[config.mk]
export PLATFORM = sky130hd
export DESIGN_NAME = fnc_cents
export DESIGN_NICKNAME = d
export VERILOG_FILES = /design/src/fnc_pkg.sv /design/src/fnc_cents.sv
export SDC_FILE = /design/constraint.sdc
export NUM_CORES = 1
export LEC_CHECK = 0
export BUFFER_PORTS_ARGS = -buffer_cell sky130_fd_sc_hd__buf_4
export CAP_MARGIN = 25
export CORE_MARGIN = 5
export CORE_UTILIZATION = 50
export CTS_BUF_LIST = sky130_fd_sc_hd__clkbuf_16
export CTS_CLUSTER_SIZE = 25
export DETAILED_ROUTE_END_ITERATION = 7
export PLACE_DENSITY = 0.68
export SLEW_MARGIN = 20
export SYNTH_ARGS = -nofsm -noshare
export SYNTH_HDL_FRONTEND = slang
export SYNTH_SLANG_ARGS = --single-unit
[constraint.sdc]
create_clock -name clk -period 5.9 [get_ports clk]
set_input_delay 0.59 -clock clk [delete_from_list [all_inputs] [get_ports clk]]
set_output_delay 0.59 -clock clk [all_outputs]
set_load 0.005 [all_outputs]
[src/fnc_pkg.sv]
// Shared types, codes and table builder functions for the frequency/note converter.
// The log2 and exp2 interpolation tables are built from these functions at elaboration time.
// No dependencies.
package fnc_pkg;

  localparam int LOG_TABLE_ENTRIES = 256;
  localparam int A4_NOTE = 69;
  localparam logic [23:0] PITCH_RESET = 24'd112640;

  localparam logic [1:0] FN_NOTE  = 2'd0;
  localparam logic [1:0] FN_CENTS = 2'd1;
  localparam logic [1:0] FN_FREQ  = 2'd2;

  localparam logic [1:0] ST_OK   = 2'd0;
  localparam logic [1:0] ST_NONE = 2'd1;
  localparam logic [1:0] ST_SAT  = 2'd2;

  typedef logic [24:0] log_tab_t [0:LOG_TABLE_ENTRIES];
  typedef logic [31:0] exp_tab_t [0:LOG_TABLE_ENTRIES];

  typedef struct packed {
    logic [1:0]        func;
    logic signed [8:0] note;
    logic              absent;
    logic              hz_zero;
    logic [23:0]       freq;
    logic              fsat;
  } sb_t;

  typedef struct packed {
    logic signed [48:0] prod;
    logic signed [8:0]  nn;
    logic               nsat;
  } cents_res_t;

  function automatic logic [63:0] isqrt64(input logic [63:0] v);
    logic [63:0] x;
    logic [63:0] res;
    logic [63:0] bt;
    x = v;
    res = 64'd0;
    bt = 64'd1 << 62;
    while (bt > x) bt = bt >> 2;
    while (bt != 64'd0) begin
      if (x >= res + bt) begin
        x = x - (res + bt);
        res = (res >> 1) + bt;
      end else begin
        res = res >> 1;
      end
      bt = bt >> 2;
    end
    return res;
  endfunction

  function automatic log_tab_t build_log_tab();
    log_tab_t tab;
    logic [63:0] x;
    logic [24:0] res;
    for (int i = 0; i < LOG_TABLE_ENTRIES; i++) begin
      x = (64'd1 << 30) + ((64'(i) << 30) / LOG_TABLE_ENTRIES);
      res = 25'd0;
      for (int k = 23; k >= 0; k--) begin
        x = (x * x) >> 30;
        if (x >= (64'd1 << 31)) begin
          x = x >> 1;
          res[k] = 1'b1;
        end
      end
      tab[i] = res;
    end
    tab[LOG_TABLE_ENTRIES] = 25'd1 << 24;
    return tab;
  endfunction

  function automatic exp_tab_t build_exp_tab();
    exp_tab_t tab;
    logic [63:0] c [0:24];
    logic [63:0] u;
    logic [63:0] m;
    c[0] = 64'd1 << 31;
    for (int k = 1; k <= 24; k++) c[k] = isqrt64(c[k-1] << 30);
    for (int j = 0; j < LOG_TABLE_ENTRIES; j++) begin
      u = (64'(j) << 24) / LOG_TABLE_ENTRIES;
      m = 64'd1 << 30;
      for (int k = 1; k <= 24; k++) begin
        if (u[24-k]) m = (m * c[k]) >> 30;
      end
      tab[j] = m[31:0];
    end
    tab[LOG_TABLE_ENTRIES] = 32'd1 << 31;
    return tab;
  endfunction

endpackage

[src/fnc_cents.sv]
// Four-stage semitone path: offset scaling, nearest-note rounding, deviation
// from the chosen note, and scaling to hundredths of a cent.
// Depends on fnc_pkg for constants and the result struct.
module fnc_cents import fnc_pkg::*; (
  input  logic              clk,
  input  logic              en4,
  input  logic              en5,
  input  logic              en6,
  input  logic              en7,
  input  logic [28:0]       lh,
  input  logic [28:0]       lp,
  input  logic              func_note,
  input  logic signed [8:0] note,
  output cents_res_t        res
);

  logic signed [29:0] diff_c;
  logic signed [33:0] dx_c;
  logic signed [33:0] s4;
  logic               fn4;
  logic signed [8:0]  note4;
  logic [33:0]        mag_c;
  logic [9:0]         q_c;
  logic signed [11:0] n_c;
  logic signed [33:0] s5;
  logic signed [8:0]  n5;
  logic               nsat5;
  logic               fn5;
  logic signed [8:0]  note5;
  logic signed [8:0]  refn_c;
  logic signed [9:0]  off_c;
  logic signed [34:0] dev6;
  logic signed [8:0]  n6;
  logic               nsat6;

  always_comb begin
    diff_c = $signed({1'b0, lh}) - $signed({1'b0, lp});
    dx_c = 34'(diff_c);
    mag_c = s4[33] ? 34'(-s4) : 34'(s4);
    q_c = 10'((mag_c + (34'd1 << 23)) >> 24);
    n_c = (s4[33] ? -$signed({2'b00, q_c}) : $signed({2'b00, q_c})) + 12'(A4_NOTE);
    refn_c = fn5 ? n5 : note5;
    off_c = 10'(refn_c) - 10'(A4_NOTE);
  end

  always_ff @(posedge clk) begin
    if (en4) begin
      s4    <= (dx_c <<< 3) + (dx_c <<< 2);
      fn4   <= func_note;
      note4 <= note;
    end
    if (en5) begin
      s5    <= s4;
      fn5   <= fn4;
      note5 <= note4;
      if (n_c > 12'sd255) begin
        n5    <= 9'sd255;
        nsat5 <= 1'b1;
      end else if (n_c < -12'sd256) begin
        n5    <= -9'sd256;
        nsat5 <= 1'b1;
      end else begin
        n5    <= 9'(n_c);
        nsat5 <= 1'b0;
      end
    end
    if (en6) begin
      dev6  <= 35'(s5) - (35'(off_c) <<< 24);
      n6    <= n5;
      nsat6 <= nsat5;
    end
    if (en7) begin
      res.prod <= 49'(dev6) * 49'sd10000;
      res.nn   <= n6;
      res.nsat <= nsat6;
    end
  end

endmodule

==> impl_metrics.py <==
metrics = {
    "critical_path": {
        "worst-endpoint-required_ns": 6.08,
        "worst_setup_ep_type": "flip-flop",
        "timing_worst_setup_path_type": "reg2reg",
        "rrSetupSlack_ns": 0.30,
        "cp_max_delay_cell": "fa_1",
        "critPathLaunchType": "flip-flop",
        "delay_heaviest_family_cp": "adder cells",
        "crit_fanout": 5,
        "slowest_delay_ns": 0.54,
        "critPathArrivalTime_ns": 5.78,
        "critPathBufInv": 3,
        "critical_path_cell_list": "ha_1 > ha_1 > inv_1 > fa_1 > fa_1 > inv_1 > fa_1 > ha_1 > inv_1 > o21bai_1 > a21oi_1 > o21ai_0 > a211oi_2 > o21ai_1 > a211oi_2 > o21a_1 > nand2b_1 > a2111oi_0 > nor3_1 > xor2_1",
    },
    "cells_and_area": {
        "insertedDiodeCount": 0,
        "syn2layout_area_growth_pct": 12.2,
        "finalCoreUtilization_pct": 56.8,
        "share_of_layout_cells_above_drive_strength_1_pct": 13.5,
        "post_route_cell_area_um2": 18500,
        "finalNetCount": 2041,
    },
    "sta": {
        "final_hold_vio_count": 0,
        "layout_setup_ws_ns": 0.299,
        "final_period_minus_worst_setup_slack_ns": 5.60,
        "finalClockSkew_ns": 0.00978,
        "maxSlewViolCount": 0,
        "hold_ws_ns": 0.331,
        "grt_setup_unrepaired": "no",
        "max_freq_mhz": 179,
        "setup_viol_count_final": 0,
        "slew_headroom_pct": 53.4,
        "final.period_utilization_pct": 94.9,
        "worst_pin_slew_ns": 0.699,
    },
    "place": {
        "port_buffers": 125,
        "placed_cell_area_um2": 17900,
        "globalplace.congestion": 0.819,
        "dp.final_hpwl_um": 23700,
        "pre_cts_ws_ns": -0.0365,
    },
    "global_route": {
        "antenna_found_initial": 0,
        "grt_max_degree": 54,
        "via_count_of_the_first_global_routing_pass": 10541,
        "grt_remaining_overflow": 0,
        "grt_pass1_wl_um": 48200,
        "global_route.usage.total_pct": 15.8,
    },
    "yosys": {
        "synthCells": 1491,
        "syn-mean-instance-area_um2": 11.0,
        "synth_top_cell_by_area": "edfxtp_1",
        "ys_ff_latch": 190,
        "area_fraction_in_compound_gates_after_synthesis_pct": 11.9,
        "synth-simple-area-share_pct": 9.02,
        "synth_seq_area_share_pct": 34.6,
        "portion_of_synthesized_cell_area_occupied_by_the_leading_cell_type_pct": 34.6,
        "synth.lib_cells_used.distinct": 93,
        "ys_top_cells_by_area": "edfxtp_1 (35%), ha_1 (18%), fa_1 (12%)",
        "synthTopCellsByCount": "ha_1 (241), inv_1 (235), edfxtp_1 (190)",
        "dominantRegCellSynth": "edfxtp_1",
        "adder_cell_fraction_of_synth_area_pct": 30.3,
        "synth_xor_xnor_area_share_pct": 6.72,
        "synth.area.mux_share_pct": 0.813,
        "synth_top_family_by_area": "adder cells",
        "yosysWarningCount": 0,
        "synthMostInstantiatedCell": "ha_1",
        "syn-cell-area_um2": 16500,
        "synth-edff-count": 190,
        "synth-async-reset-ratio_pct": 0,
    },
    "route": {
        "vias": 10669,
        "post_drt_wl_per_cell_um": 13.8,
        "post_route_ant_nets": 0,
        "drcViolationCount": 0,
        "initial_drc_count": 365,
        "number_of_detailed_route_iterations_in_the_first_pass": 7,
        "wl_um": 28600,
        "via_density": 5.12,
    },
    "cts": {
        "cts.reportedPaths.clkPinSlew_ns": 0.08,
        "insertion_delay_ns": 0.43,
        "ctsLongestPathBuffers": 2,
        "cts_buffers": 17,
        "cts.sink_count": 190,
        "postCtsHoldBufs": 0,
        "clockRootBuffer": "clkbuf_16",
        "tritoncts": "done",
        "htreeDepth": 4,
    },
    "run": {
        "max_cap_viol_count": 0,
    },
    "floorplanning": {
        "dieWidth_um": 192,
        "design.die.area_um2": 36700,
        "die_y_um": 192,
        "row_count": 66,
        "core_area_um2": 32500,
        "ios": 132,
        "initial_utilization_pct": 50.6,
    },
    "hold_path": {
        "worstHoldPathType": "in2reg",
    },
    "outcome": {
        "outcome": "finished clean",
    },
}
routing by layer:
metal,vias to the layer above,global-route usage [%],share of wire [%]
met2,160,26.8,48
met1,4992,21.7,49
met5,-,0,0
li1,5496,-,-
met4,0,3.45,1.0
met3,21,2.14,2.6
sequential cells by signal, summed over array words and instances, names as in the netlist:
signal and count:
s5 32, n6 9, dev6 33, n5 9
res 53, fn4 1, fn5 1, note5 9
nsat5 1, s4 32, note4 9, nsat6 1
final timing paths:
| kind | start | end | cells past startpoint |
|---|---|---|---|
| worst min-delay path | note[1] | note4[1] | 1 |
| worst max-delay path | dev6[6] | res[50] | 20 |
| worst max register to register | dev6[6] | res[50] | 20 |
| worst min register to register | s5[5] | dev6[5] | 0 |
through the flow:
| step | setup TNS [ns] | instances |
|---|---|---|
| final | 0 | 2083 |
| after global routing | 0 | 2083 |
| after CTS | 0 | 2080 |
| after detailed placement | -0.0365 | 2048 |
| after global placement | 0 | 2048 |
| after floorplan | 0 | 1496 |
final cells by class:
cell class                 instances  area [um^2]
fill                            2773        14000
multi-input combinational       1047         9730
sequential                       190         5710
timing repair buffer             137         1030
inverter                         235          882
tap                              442          553
clock buffer                      17          425
clock inverter                    15          165
cell families (layout without fill, tap and decap cells):
| kind of cell | after synthesis | count (layout) |
|---|---|---|
| buffers and inverters | 259 | 404 |
| adders and majority gates | 340 | 340 |
| muxes | 13 | 13 |
| xor gates and xnor gates | 123 | 123 |
| DFF | 190 | 190 |
| and+or+nand+nor | 273 | 273 |
| AOI/OAI and AO/OA | 292 | 292 |
| other | 1 | 6 |
timing repair:
action | in CTS | in global routing
endpoints found under the setup margin | 0 | 4
setup buffers | 0 | 3
resized for setup | 0 | 6
placed cells by master, fill, tap and decap left out, types with 19 or more instances in the layout:
master    Yosys  final
a21o_1       34     34
inv_1       235    235
edfxtp_1    190    190
nand2_1      53     53
a21oi_1      87     86
buf_4         6    137
ha_1        241    241
nor2_1       66     66
xor2_1       45     45
fa_1         99     99
nand2b_1     19     19
xnor2_1      74     74
o21ai_0      55     53
nor3_1       27     27
nand3_1      21     21
Power is not shown: default switching activity piles up to over one toggle a cycle in this logic, so the estimate is an artifact.
